===== config.mk =====
export PLATFORM = sky130hd
export DESIGN_NAME = hpr_angle_prep
export DESIGN_NICKNAME = d
export VERILOG_FILES = /design/src/rtl/hpr_pkg.sv /design/src/rtl/hpr_angle_prep.sv
export SDC_FILE = /design/constraint.sdc
export NUM_CORES = 2
export LEC_CHECK = 0
export BUFFER_PORTS_ARGS = -buffer_cell sky130_fd_sc_hd__buf_2
export CAP_MARGIN = 5
export CORE_MARGIN = 3
export CORE_UTILIZATION = 65
export CTS_CLUSTER_DIAMETER = 80
export DETAILED_ROUTE_END_ITERATION = 10
export GPL_ROUTABILITY_DRIVEN = 0
export GPL_TIMING_DRIVEN = 0
export PLACE_DENSITY_LB_ADDON = 0.08
export SLEW_MARGIN = 0
export SYNTH_ARGS = -nofsm -noshare
export SYNTH_HDL_FRONTEND = slang
export SYNTH_SLANG_ARGS = --single-unit

===== constraint.sdc =====
create_clock -name clk_i -period 27.3 [get_ports clk_i]
set_input_delay 2.73 -clock clk_i [delete_from_list [all_inputs] [get_ports clk_i]]
set_output_delay 2.73 -clock clk_i [all_outputs]
set_load 0.02 [all_outputs]

===== src/rtl/hpr_pkg.sv =====
// Shared types, constants and arctangent table for the pose integrator.
`timescale 1ns / 1ps
package hpr_pkg;

  localparam int CordicStagesDefault = 16;
  localparam int AtanLen             = 24;

  localparam logic [14:0]        StepTimeReset = 15'd6554;
  localparam logic signed [31:0] RadToPhase    = 32'sd683565276;
  localparam logic signed [33:0] CordicGain    = 34'sd652032875;
  // floor(t / 3) == (t * Recip3) >> Recip3Shift for any 32-bit t
  localparam logic [31:0]        Recip3        = 32'hAAAAAAAB;
  localparam int                 Recip3Shift   = 33;

  typedef struct packed {
    logic signed [33:0] x;
    logic signed [33:0] y;
    logic signed [33:0] z;
    logic               flip;
  } hpr_lane_t;

  // one slot of the rotator chain: three headings plus the pose carried along
  typedef struct packed {
    logic               valid;
    logic signed [31:0] px;
    logic signed [31:0] py;
    logic signed [15:0] vf;
    logic signed [15:0] vl;
    logic [15:0]        hd;
    hpr_lane_t [2:0]    lane;
  } hpr_cell_t;

  function automatic logic [31:0] atan_phase(input int idx);
    logic [31:0] r;
    case (idx)
      0:  r = 32'h20000000;
      1:  r = 32'h12E4051E;
      2:  r = 32'h09FB385B;
      3:  r = 32'h051111D4;
      4:  r = 32'h028B0D43;
      5:  r = 32'h0145D7E1;
      6:  r = 32'h00A2F61E;
      7:  r = 32'h00517C55;
      8:  r = 32'h0028BE53;
      9:  r = 32'h00145F2F;
      10: r = 32'h000A2F98;
      11: r = 32'h000517CC;
      12: r = 32'h00028BE6;
      13: r = 32'h000145F3;
      14: r = 32'h0000A2FA;
      15: r = 32'h0000517D;
      16: r = 32'h000028BE;
      17: r = 32'h0000145F;
      18: r = 32'h00000A30;
      19: r = 32'h00000518;
      20: r = 32'h0000028C;
      21: r = 32'h00000146;
      22: r = 32'h000000A3;
      23: r = 32'h00000051;
      default: r = 32'h0;
    endcase
    return r;
  endfunction

endpackage


===== src/rtl/hpr_angle_prep.sv =====
// Turning angle, the three rotation phases and the wrapped output heading.
`timescale 1ns / 1ps
module hpr_angle_prep (
  input  logic               clk_i,
  input  logic               rst_ni,
  input  logic               en_i,
  input  logic               valid_i,
  input  logic [14:0]        step_time_i,
  input  logic signed [31:0] pos_x_i,
  input  logic signed [31:0] pos_y_i,
  input  logic signed [15:0] heading_i,
  input  logic signed [15:0] vel_forward_i,
  input  logic signed [15:0] vel_lateral_i,
  input  logic signed [15:0] turn_rate_i,
  output hpr_pkg::hpr_cell_t cell_o
);
  import hpr_pkg::*;

  logic               v1_q, v2_q;
  logic signed [31:0] px1_q, py1_q, px2_q, py2_q;
  logic signed [15:0] vf1_q, vl1_q, vf2_q, vl2_q;
  logic [15:0]        yaw1_q, yaw2_q;
  logic signed [31:0] prod1_d, prod1_q;
  logic signed [63:0] prod2_d, prod2_q;
  hpr_cell_t          cell_d, cell_q;

  assign prod1_d = 32'(turn_rate_i) * 32'($signed({1'b0, step_time_i}));
  assign prod2_d = 64'(prod1_q) * 64'(RadToPhase);

  always_comb begin
    logic [63:0] full_r, half_r;
    logic [31:0] yaw32, full, half;
    logic [31:0] ph [3];
    logic [31:0] hsum;
    logic [31:0] a;
    full_r = prod2_q + (64'd1 << 27);
    half_r = prod2_q + (64'd1 << 28);
    full   = full_r[59:28];
    half   = half_r[60:29];
    yaw32  = {yaw2_q, 16'h0000};
    ph[0]  = yaw32;
    ph[1]  = yaw32 + half;
    ph[2]  = yaw32 + full;
    hsum   = yaw32 + full + 32'h0000_8000;
    cell_d.valid = v2_q;
    cell_d.px    = px2_q;
    cell_d.py    = py2_q;
    cell_d.vf    = vf2_q;
    cell_d.vl    = vl2_q;
    cell_d.hd    = hsum[31:16];
    for (int l = 0; l < 3; l++) begin
      // left half plane: rotate by half a turn, negate the result later
      a = ph[l];
      cell_d.lane[l].flip = a[31] ^ a[30];
      if (cell_d.lane[l].flip) a = a ^ 32'h8000_0000;
      cell_d.lane[l].z = 34'($signed(a));
      cell_d.lane[l].x = CordicGain;
      cell_d.lane[l].y = '0;
    end
  end

  always_ff @(posedge clk_i or negedge rst_ni) begin
    if (!rst_ni) begin
      v1_q   <= 1'b0;
      v2_q   <= 1'b0;
      cell_q <= '0;
    end else if (en_i) begin
      v1_q   <= valid_i;
      v2_q   <= v1_q;
      cell_q <= cell_d;
    end
  end

  always_ff @(posedge clk_i) begin
    if (en_i) begin
      px1_q   <= pos_x_i;
      py1_q   <= pos_y_i;
      yaw1_q  <= heading_i;
      vf1_q   <= vel_forward_i;
      vl1_q   <= vel_lateral_i;
      prod1_q <= prod1_d;
      px2_q   <= px1_q;
      py2_q   <= py1_q;
      yaw2_q  <= yaw1_q;
      vf2_q   <= vf1_q;
      vl2_q   <= vl1_q;
      prod2_q <= prod2_d;
    end
  end

  assign cell_o = cell_q;

endmodule


==> results.toml <==
[worst_setup_path]
critical_path_class = "in -> reg"
cp-start-kind = "input pin"
crit_slowest_cell = "clkbuf_1"
slowest_delay_ns = 0.58
cpMostUsedCell = "fa_1"
end_kind = "flop"
cp.arrival_ns = 9.25
cp_top_family = "adder cells"
path_max_fanout = 10
critPathBufInv = 7
path_cells = "buf_2, clkbuf_1, nand2_1, fa_1, inv_1, fa_1, inv_1, fa_1, inv_1, fa_1, inv_1, fa_1, inv_1, fa_1, ha_1, nor3_1, a21boi_0, o21ai_0, nor4_1, o31ai_1, o21a_1, a211o_1, a21oi_1, xnor2_1"
crit_required_ns = 27.64

[global_route]
globalRouteTotalUtil = 0.2937
grt_max_degree = 115
grt_pass1_vias = 31430
antenna_found_initial = 10
overflow = 0
grt_pass1_wl_mm = 170.7

[synth]
async_reset_ff_frac = 0.4070
yosysWarnings = 0
seq_area_frac_synth = 0.2936
synth_ff_type = "edfxtp_1"
synth_seq_cells = 489
syn_avg_cell_area_um2 = 11.29
syn_area_um2 = 46620
synth_edf_count = 290
syn_inst = 4130
synthDistinctLibCells = 93

[route]
drc = 0
drtPass1Iterations = 5
wire_per_inst_um = 18.70
vias = 29900
drt-initial-drc-count = 1835
via_per_inst = 5.201
antenna_left = 0
drt-total-wl_mm = 107.5

[cells_and_area]
nets = 5991
nFillCells = 4990
drive_above_1_share = 0.1853
syn_to_final_growth_pct = 12.19
mostFrequentLayoutCell = "inv_1"
layout_common_cells = "940 x inv_1, 664 x fa_1, 424 x ha_1"
fin_cells = 5748

[die]
coreArea_um2 = 70510
die_area_um2 = 74970
fp.dieW_um = 273.8
die_y_um = 273.8
std_cell_rows = 97
boundaryPins = 569
start_util = 0.6611

[run]
drv_cap = 0

[timing]
rsz0062_at_grt = "no"
period_needed_ns = 8.903
fmax_ghz = 0.1123
tns_ns = 0
slew_violations = 0
finalCritPeriodShare = 0.3261
slew_headroom = 0.2502
finClkSkew_ns = 0.02627
worst_pin_slew_ns = 1.125
hold_viol = 0
setup_viol = 0

[clock_tree]
numCtsBuffers = 50
post_cts_buffers = 0
hold_buffers = 0
clk_pin_slew_ns = 0.06
clk_path_buf_depth = 3
cts_tree = "done"
htree_levels = 2
cts_root_buffer = "clkbuf_16"
cts_sinks = 489
clock_latency_ns = 0.60
post_cts_resized = 0

[hold_path]
hold_class = "reg -> reg"

[placed_design]
io_buffers = 405
dpl.hpwl_mm = 89.47
post-place-cells = 5644

[status]
status = "complete, no violations"
flip-flops by register name (all words and copies together) (netlist names):
name and count:
vl1_q 16, vl2_q 16, prod1_q 32, prod2_q 34
px2_q 32, yaw1_q 16, yaw2_q 16, v2_q 1
py1_q 32, vf2_q 16, cell_o 197, v1_q 1
px1_q 32, py2_q 32, vf1_q 16
routing by layer:
layer  wire (um)  up-vias  track usage
li1            -    13890            -
met1       42730    14960       0.3791
met2       55160      848       0.5139
met3        5602      205      0.03594
met4        3998        0       0.1051
met5           0        -            0
synth_stat cells (15+ instances only):
cell type  count  area (um^2)
a21o_1        41        307.8
a21oi_1      122        610.6
a31oi_1       15        93.84
and2_1       152        950.9
buf_4        225         1689
clkbuf_1      73        274.0
dfrtp_1      199         4980
edfxtp_1     290         8708
fa_1         664        13290
ha_1         424         5305
inv_1        940         3528
mux2_2       142         1599
nand2_1      188        705.7
nand3_1       34        170.2
nand4_1       20        125.1
nor2_1       107        401.6
nor3_1        29        145.1
o21ai_0       54        270.3
o21bai_1      15        112.6
xnor2_1      142         1244
xor2_1        66        578.1
stage by stage:
step	setup slack, ns	utilization	hold WS [ns]	area [um^2]
2_1_floorplan	18.64	-	0.4003	47230
3_3_place_gp	16.90	0.7152	0.4006	50430
3_5_place_dp	17.77	0.7181	0.4045	50640
4_1_cts	18.42	0.7413	0.4139	52280
5_1_grt	17.99	0.7417	0.4151	52300
6_report	18.40	0.7417	0.4114	52300
final timing paths:
path / endpoint / cells past startpoint / startpoint / slack [ns]
min: yaw2_q[10] / 0 / yaw1_q[10] / 0.41
max reg2reg: prod2_q[56] / 22 / prod1_q[11] / 19.35
min reg2reg: yaw2_q[10] / 0 / yaw1_q[10] / 0.41
max: prod1_q[31] / 24 / turn_rate_i[7] / 18.40
min in group asynchronous: cell_o[370] / 1 / rst_ni / 2.12
max in group asynchronous: cell_o[275] / 2 / rst_ni / 24.09
worst register-to-register path: stages (launching register included):
cell,delay (ns)
edfxtp_1,0.68
inv_1,0.42
fa_1,0.66
inv_1,0.06
fa_1,0.45
ha_1,0.31
fa_1,0.56
fa_1,0.43
fa_1,0.47
fa_1,0.50
inv_1,0.05
fa_1,0.48
inv_1,0.04
ha_1,0.25
clkbuf_1,0.18
a31oi_1,0.32
o2111ai_1,0.22
or4_4,0.63
a21oi_4,0.20
nor2_1,0.10
a41o_1,0.29
a311oi_1,0.31
nor3_1,0.08
cells by family after synthesis:
group           Yosys count  share of synthesized area
buf+inv                1248                     0.1190
fa+ha+maj              1088                     0.3989
simple gates            609                    0.06651
flops                   489                     0.2936
compound gates          343                    0.04802
xor+xnor                208                    0.03908
mux                     144                    0.03473
other cells               1                 0.00008044
final cells by class:
class                   count  area [um^2]  share of cell area
repair buffers            412         2232             0.04268
well taps                 940         1176             0.02249
clock buffers              75         1405             0.02687
multi-input cells        2555        27990              0.5352
inverters                 941         3532             0.06754
flip-flops and latches    489        13690              0.2617
diodes                     10        25.02           0.0004785
clock inverters            19        232.7            0.004450
plain buffers             307         2018             0.03859
Power is left out: the tool's default activity adds up to more than one toggle a clock period on the data nets, which glitch-free logic cannot reach.
