## config.mk

```make
export PLATFORM = sky130hd
export DESIGN_NAME = hpr_cordic_cell
export DESIGN_NICKNAME = d
export VERILOG_FILES = /design/src/rtl/hpr_pkg.sv /design/src/rtl/hpr_cordic_cell.sv
export SDC_FILE = /design/constraint.sdc
export NUM_CORES = 1
export LEC_CHECK = 0
export ABC_CLOCK_PERIOD_IN_PS = 2540
export BUFFER_PORTS_ARGS = -buffer_cell sky130_fd_sc_hd__buf_2
export CAP_MARGIN = 5
export CORE_AREA = 5 5 329 331
export CTS_CLUSTER_SIZE = 28
export DETAILED_ROUTE_END_ITERATION = 8
export DIE_AREA = 0 0 334 336
export PLACE_DENSITY = 0.49
export SLEW_MARGIN = 30
export SYNTH_ARGS = -nofsm -noshare
export SYNTH_HDL_FRONTEND = slang
export SYNTH_SLANG_ARGS = --single-unit
```

## constraint.sdc

```tcl
create_clock -name clk_i -period 2.54 [get_ports clk_i]
set_input_delay 0.254 -clock clk_i [delete_from_list [all_inputs] [get_ports clk_i]]
set_output_delay 0.254 -clock clk_i [all_outputs]
set_load 0.01 [all_outputs]
```

## src/rtl/hpr_pkg.sv

```systemverilog
// Shared types, constants and arctangent table for the pose integrator.
`timescale 1ns / 1ps
package hpr_pkg;

  localparam int CordicStagesDefault = 16;
  localparam int AtanLen             = 24;

  localparam logic [14:0]        StepTimeReset = 15'd6554;
  localparam logic signed [31:0] RadToPhase    = 32'sd683565276;
  localparam logic signed [33:0] CordicGain    = 34'sd652032875;
  // floor(t / 3) == (t * Recip3) >> Recip3Shift for any 32-bit t
  localparam logic [31:0]        Recip3        = 32'hAAAAAAAB;
  localparam int                 Recip3Shift   = 33;

  typedef struct packed {
    logic signed [33:0] x;
    logic signed [33:0] y;
    logic signed [33:0] z;
    logic               flip;
  } hpr_lane_t;

  // one slot of the rotator chain: three headings plus the pose carried along
  typedef struct packed {
    logic               valid;
    logic signed [31:0] px;
    logic signed [31:0] py;
    logic signed [15:0] vf;
    logic signed [15:0] vl;
    logic [15:0]        hd;
    hpr_lane_t [2:0]    lane;
  } hpr_cell_t;

  function automatic logic [31:0] atan_phase(input int idx);
    logic [31:0] r;
    case (idx)
      0:  r = 32'h20000000;
      1:  r = 32'h12E4051E;
      2:  r = 32'h09FB385B;
      3:  r = 32'h051111D4;
      4:  r = 32'h028B0D43;
      5:  r = 32'h0145D7E1;
      6:  r = 32'h00A2F61E;
      7:  r = 32'h00517C55;
      8:  r = 32'h0028BE53;
      9:  r = 32'h00145F2F;
      10: r = 32'h000A2F98;
      11: r = 32'h000517CC;
      12: r = 32'h00028BE6;
      13: r = 32'h000145F3;
      14: r = 32'h0000A2FA;
      15: r = 32'h0000517D;
      16: r = 32'h000028BE;
      17: r = 32'h0000145F;
      18: r = 32'h00000A30;
      19: r = 32'h00000518;
      20: r = 32'h0000028C;
      21: r = 32'h00000146;
      22: r = 32'h000000A3;
      23: r = 32'h00000051;
      default: r = 32'h0;
    endcase
    return r;
  endfunction

endpackage

```

## src/rtl/hpr_cordic_cell.sv

```systemverilog
// One rotation-mode CORDIC stage applied to three headings at once.
`timescale 1ns / 1ps
module hpr_cordic_cell #(
  parameter int Stage = 0
) (
  input  logic               clk_i,
  input  logic               rst_ni,
  input  logic               en_i,
  input  hpr_pkg::hpr_cell_t cell_i,
  output hpr_pkg::hpr_cell_t cell_o
);
  import hpr_pkg::*;

  localparam logic signed [33:0] Atan = $signed({2'b00, atan_phase(Stage)});

  hpr_cell_t cell_d, cell_q;

  always_comb begin
    logic signed [33:0] xs, ys;
    cell_d = cell_i;
    for (int l = 0; l < 3; l++) begin
      xs = cell_i.lane[l].x >>> Stage;
      ys = cell_i.lane[l].y >>> Stage;
      if (!cell_i.lane[l].z[33]) begin
        cell_d.lane[l].x = cell_i.lane[l].x - ys;
        cell_d.lane[l].y = cell_i.lane[l].y + xs;
        cell_d.lane[l].z = cell_i.lane[l].z - Atan;
      end else begin
        cell_d.lane[l].x = cell_i.lane[l].x + ys;
        cell_d.lane[l].y = cell_i.lane[l].y - xs;
        cell_d.lane[l].z = cell_i.lane[l].z + Atan;
      end
    end
  end

  always_ff @(posedge clk_i or negedge rst_ni) begin
    if (!rst_ni) begin
      cell_q <= '0;
    end else if (en_i) begin
      cell_q <= cell_d;
    end
  end

  assign cell_o = cell_q;

endmodule

```

==> results by group <==
Synthesis
  • Most common cell in the netlist: a21oi_1
  • Synth Flop Type: dfrtp_1
  • Sequential element share of the synthesized area: 0.319
  • Ys async rst share: 1.00
  • #FFs+latches synth: 419
  • Yosys top cell area share: 0.319
  • Mapped Cells: 3789
  • Number of enable flip-flop cells after synthesis: 0
  • Avg Inst Size Synth: between 8 and 9 um2
  • Post-synthesis cell type count: 97
  • Mapped cell area: 0.0328 mm2
  • Top post-synthesis cells by count: a21oi_1, dfrtp_1, nor2_1, ha_1, inv_1
  • Synth area leader: dfrtp_1
  • Top post-synthesis cells by area: dfrtp_1, ha_1, mux2_2
  • Syn Nets: 4532
  • Yosys warns: 0

Timing
  • Worst setup margin: -0.0487 ns
  • RSZ-0062 raised after global routing: true
  • Final Hold Vio Count: 0
  • Max Fclk: 386 MHz
  • Worst Hold Slack: about 0.066 ns
  • Slew headroom: 0.594
  • Final Max Slew Viols: 0
  • Final Critical Period: 2.59 ns
  • Crit share post-route: 1.02
  • Setup violators final: 2
  • Worst-Margin Slew: 0.610 ns
  • Final Skew: 0 ns

Clock network
  • Root buf cell: clkbuf_16
  • Num CTS Buffers: 50
  • Clk sink count: 419
  • CTS H-tree depth: 2
  • TritonCTS clock tree: done
  • Clock Latency Late Sink: 0.63 ns
  • Clk pin slew, worst setup/hold paths: 0.06 ns
  • Clock Tree Buf Depth: 3

Die
  • Initial Utilization: 0.313
  • Die Y-Extent: ~340 um
  • I/O pins: 847
  • Core area: 0.105 mm2
  • Row cnt: 119
  • Die area: 0.112 mm2
  • Die X: 334 um

Place
  • # port buffers: 846
  • GP Congestion: 0.931
  • DPL Wire Length: 121000 um
  • DP Cell Count: 6714

Setup path
  • Slowest stage cell, crit path: a2111o_1
  • Largest fanout on the critical path: 4
  • Worst setup SP type: primary input
  • WP data required: 3.05 ns
  • CP Cell Sequence: buf_8 > ha_4 > fa_2 > a21oi_4 > o21ai_4 > a21o_1 > a2111o_1 > a2111oi_4 > buf_4 > o221ai_2 > a221oi_2 > xnor2_1 > a21oi_1
  • Buf/Inv on CP: 2
  • Setup crit end kind: flip-flop
  • Critical path arrival: 3.10 ns
  • Largest delay share family, worst path: compound AO/OA/AOI/OAI gates
  • Largest stage delay, worst path: about 0.49 ns
  • Critical path class: primary input to flip-flop

Run status
  • Failing checks: negative setup slack
  • Outcome: finished, violations left

Cells and area
  • Layout cells sized above 1: 0.416
  • Nets: 6343
  • Final Non-Filler Cells: 7049
  • Max FFs per register: about 420
  • Area Growth Syn to Fin: 53.6%

GRT
  • All-Layer GR Usage: 0.250
  • Grt ovf: 0
  • Pin count of the biggest net entering global routing: 110
  • First-pass GRT wire length: 219000 um
  • Initial antenna violation count: slightly above 40
  • Number of global-route vias before repair: between 30000 and 40000

Pwr
  • Power share of the clock group: 0.293
  • Internal power: around 18000 uW
  • Comb power frac: 0.404
  • Peak VDD IR: 0.000538 V
  • Pwr dens: 552 mW/mm2
  • Net Sw Frac: 0.360
  • Switching power total: 10000 uW
  • Reg power frac: 0.303
  • Leakage power: between 0.02 and 0.025 uW

Route
  • WL final: between 100000 and 150000 um
  • Via count: 35200
  • DRT Pass-1 Iters: 6
  • Met3 wire length: 9440 um
  • DRT iter0 DRCs: approximately 2500
  • Vias per cell: ~5
  • DRC viols: 0
  • Final ANT Viol Nets: 0
  • Post-Route M1 WL: 63700 um
  • Met2 WL post-DR: 72000 um
  • Top sig layer: met5
  • Routed length per placed instance: 21.1 um

Run
  • Number of max-cap violations: 0

Hold path
  • Worst hold path type: primary input to flip-flop
## power groups by stage
| stage | sequential (uW) | clock, uW | combinational (uW) |
|---|---|---|---|
| 3_3_place_gp | 8490 | 0 | 10700 |
| 6_report | 8430 | 8160 | 11200 |
| 4_1_cts | 8420 | 8410 | 11100 |
| 5_1_grt | 8550 | 8660 | 12100 |
| 3_5_place_dp | 8520 | 0 | 10700 |
| 2_1_floorplan | 8900 | 0 | 4790 |
## worst register-to-register path, stage by stage (launching register included)
cell and delay [ns]:
dfrtp_1 0.47, a221oi_1 0.34, nand3_1 0.11
## cell type report
cell class,count,area [um2]
fillers,10200,54400
multi-input cells,2848,21600
repair buffers,1970,13500
flip-flops and latches,419,10500
well taps,1391,1740
clock buffers,64,1390
inverters,311,1200
clock inverters,30,482
diodes,16,40.0
## logic make-up (layout without fill, tap and decap cells)
logic type,after synthesis,in the layout,synth area share
AOI/OAI and AO/OA,1172,1172,0.221
xor gates and xnor gates,194,194,0.0518
DFF,419,419,0.319
and+or+nand+nor,868,868,0.122
buffers and inverters,522,2375,0.0616
muxes,296,296,0.0998
adders and majority gates,318,318,0.124
other,0,16,0
## placed cells by master (no fill, tap or decap), types with 13 or more instances in the layout
| master | instances |
|---|---|
| a21oi_1 | 486 |
| dlygate4sd3_1 | 213 |
| nor2b_1 | 21 |
| nand3_1 | 43 |
| inv_1 | 268 |
| a21oi_2 | 21 |
| a31oi_1 | 29 |
| a21o_1 | 63 |
| a211o_1 | 15 |
| inv_2 | 28 |
| ha_4 | 25 |
| buf_4 | 892 |
| dfrtp_1 | 419 |
| o31ai_1 | 26 |
| nor3_1 | 64 |
| o21a_1 | 24 |
| o211ai_1 | 15 |
| ha_1 | 268 |
| buf_2 | 839 |
| nor2_1 | 381 |
| o21ai_2 | 13 |
| o21ai_0 | 175 |
| o21bai_1 | 62 |
| clkbuf_16 | 50 |
| o21ai_1 | 32 |
| xor2_1 | 18 |
| diode_2 | 16 |
| buf_12 | 20 |
| nand4_1 | 36 |
| or3_1 | 21 |
| and3_1 | 21 |
| mux2_2 | 246 |
| a211oi_1 | 29 |
| nor4_1 | 17 |
| mux2i_1 | 45 |
| ha_2 | 13 |
| xnor2_1 | 174 |
| nand2b_1 | 25 |
| nand2_1 | 147 |
## layer usage
metal | vias up | track usage
met5 | - | 0
met4 | 8 | 0.0577
met3 | 199 | 0.0498
met2 | 1097 | 0.434
met1 | 16900 | 0.321
li1 | 17000 | -
## stage by stage
step	cell area, um2	total power [uW]	setup slack (ns)	TNS (ns)	util
final	50400	27800	-0.0487	-0.0594	0.481
after global routing	50400	29300	-0.0898	-0.325	0.481
after CTS	49800	27900	-0.00101	-0.00101	0.475
after detailed placement	45700	19300	-0.829	-70.38	0.436
after global placement	45700	19200	-0.836	-68.62	0.436
after floorplan	33700	13700	-0.195	-1.14	-
## timing repair
action                                 in CTS  in global routing
setup buffers                               2                 12
setup endpoints to repair                  11                 72
endpoints found under the hold margin     434                  0
gates resized for setup                    15                118
pin swaps                                  10                 47
hold buffers                              213                  0
## path summary, 6_finish.rpt
| kind | slack, ns | endpoint | from | cells past startpoint |
|---|---|---|---|---|
| worst max-delay path | -0.05 | cell_o[271] | cell_i[241] | 13 |
| worst min-delay path | 0.07 | cell_o[240] | cell_i[239] | 4 |
| worst max register to register | 1.49 | cell_o[67] | cell_o[67] | 2 |
| worst min register to register | 0.48 | cell_o[30] | cell_o[30] | 2 |
| max in group asynchronous | 1.49 | cell_o[125] | rst_ni | 4 |
| min in group asynchronous | 0.14 | cell_o[89] | rst_ni | 2 |
No activity file was read; power rests on OpenSTA's default activity.
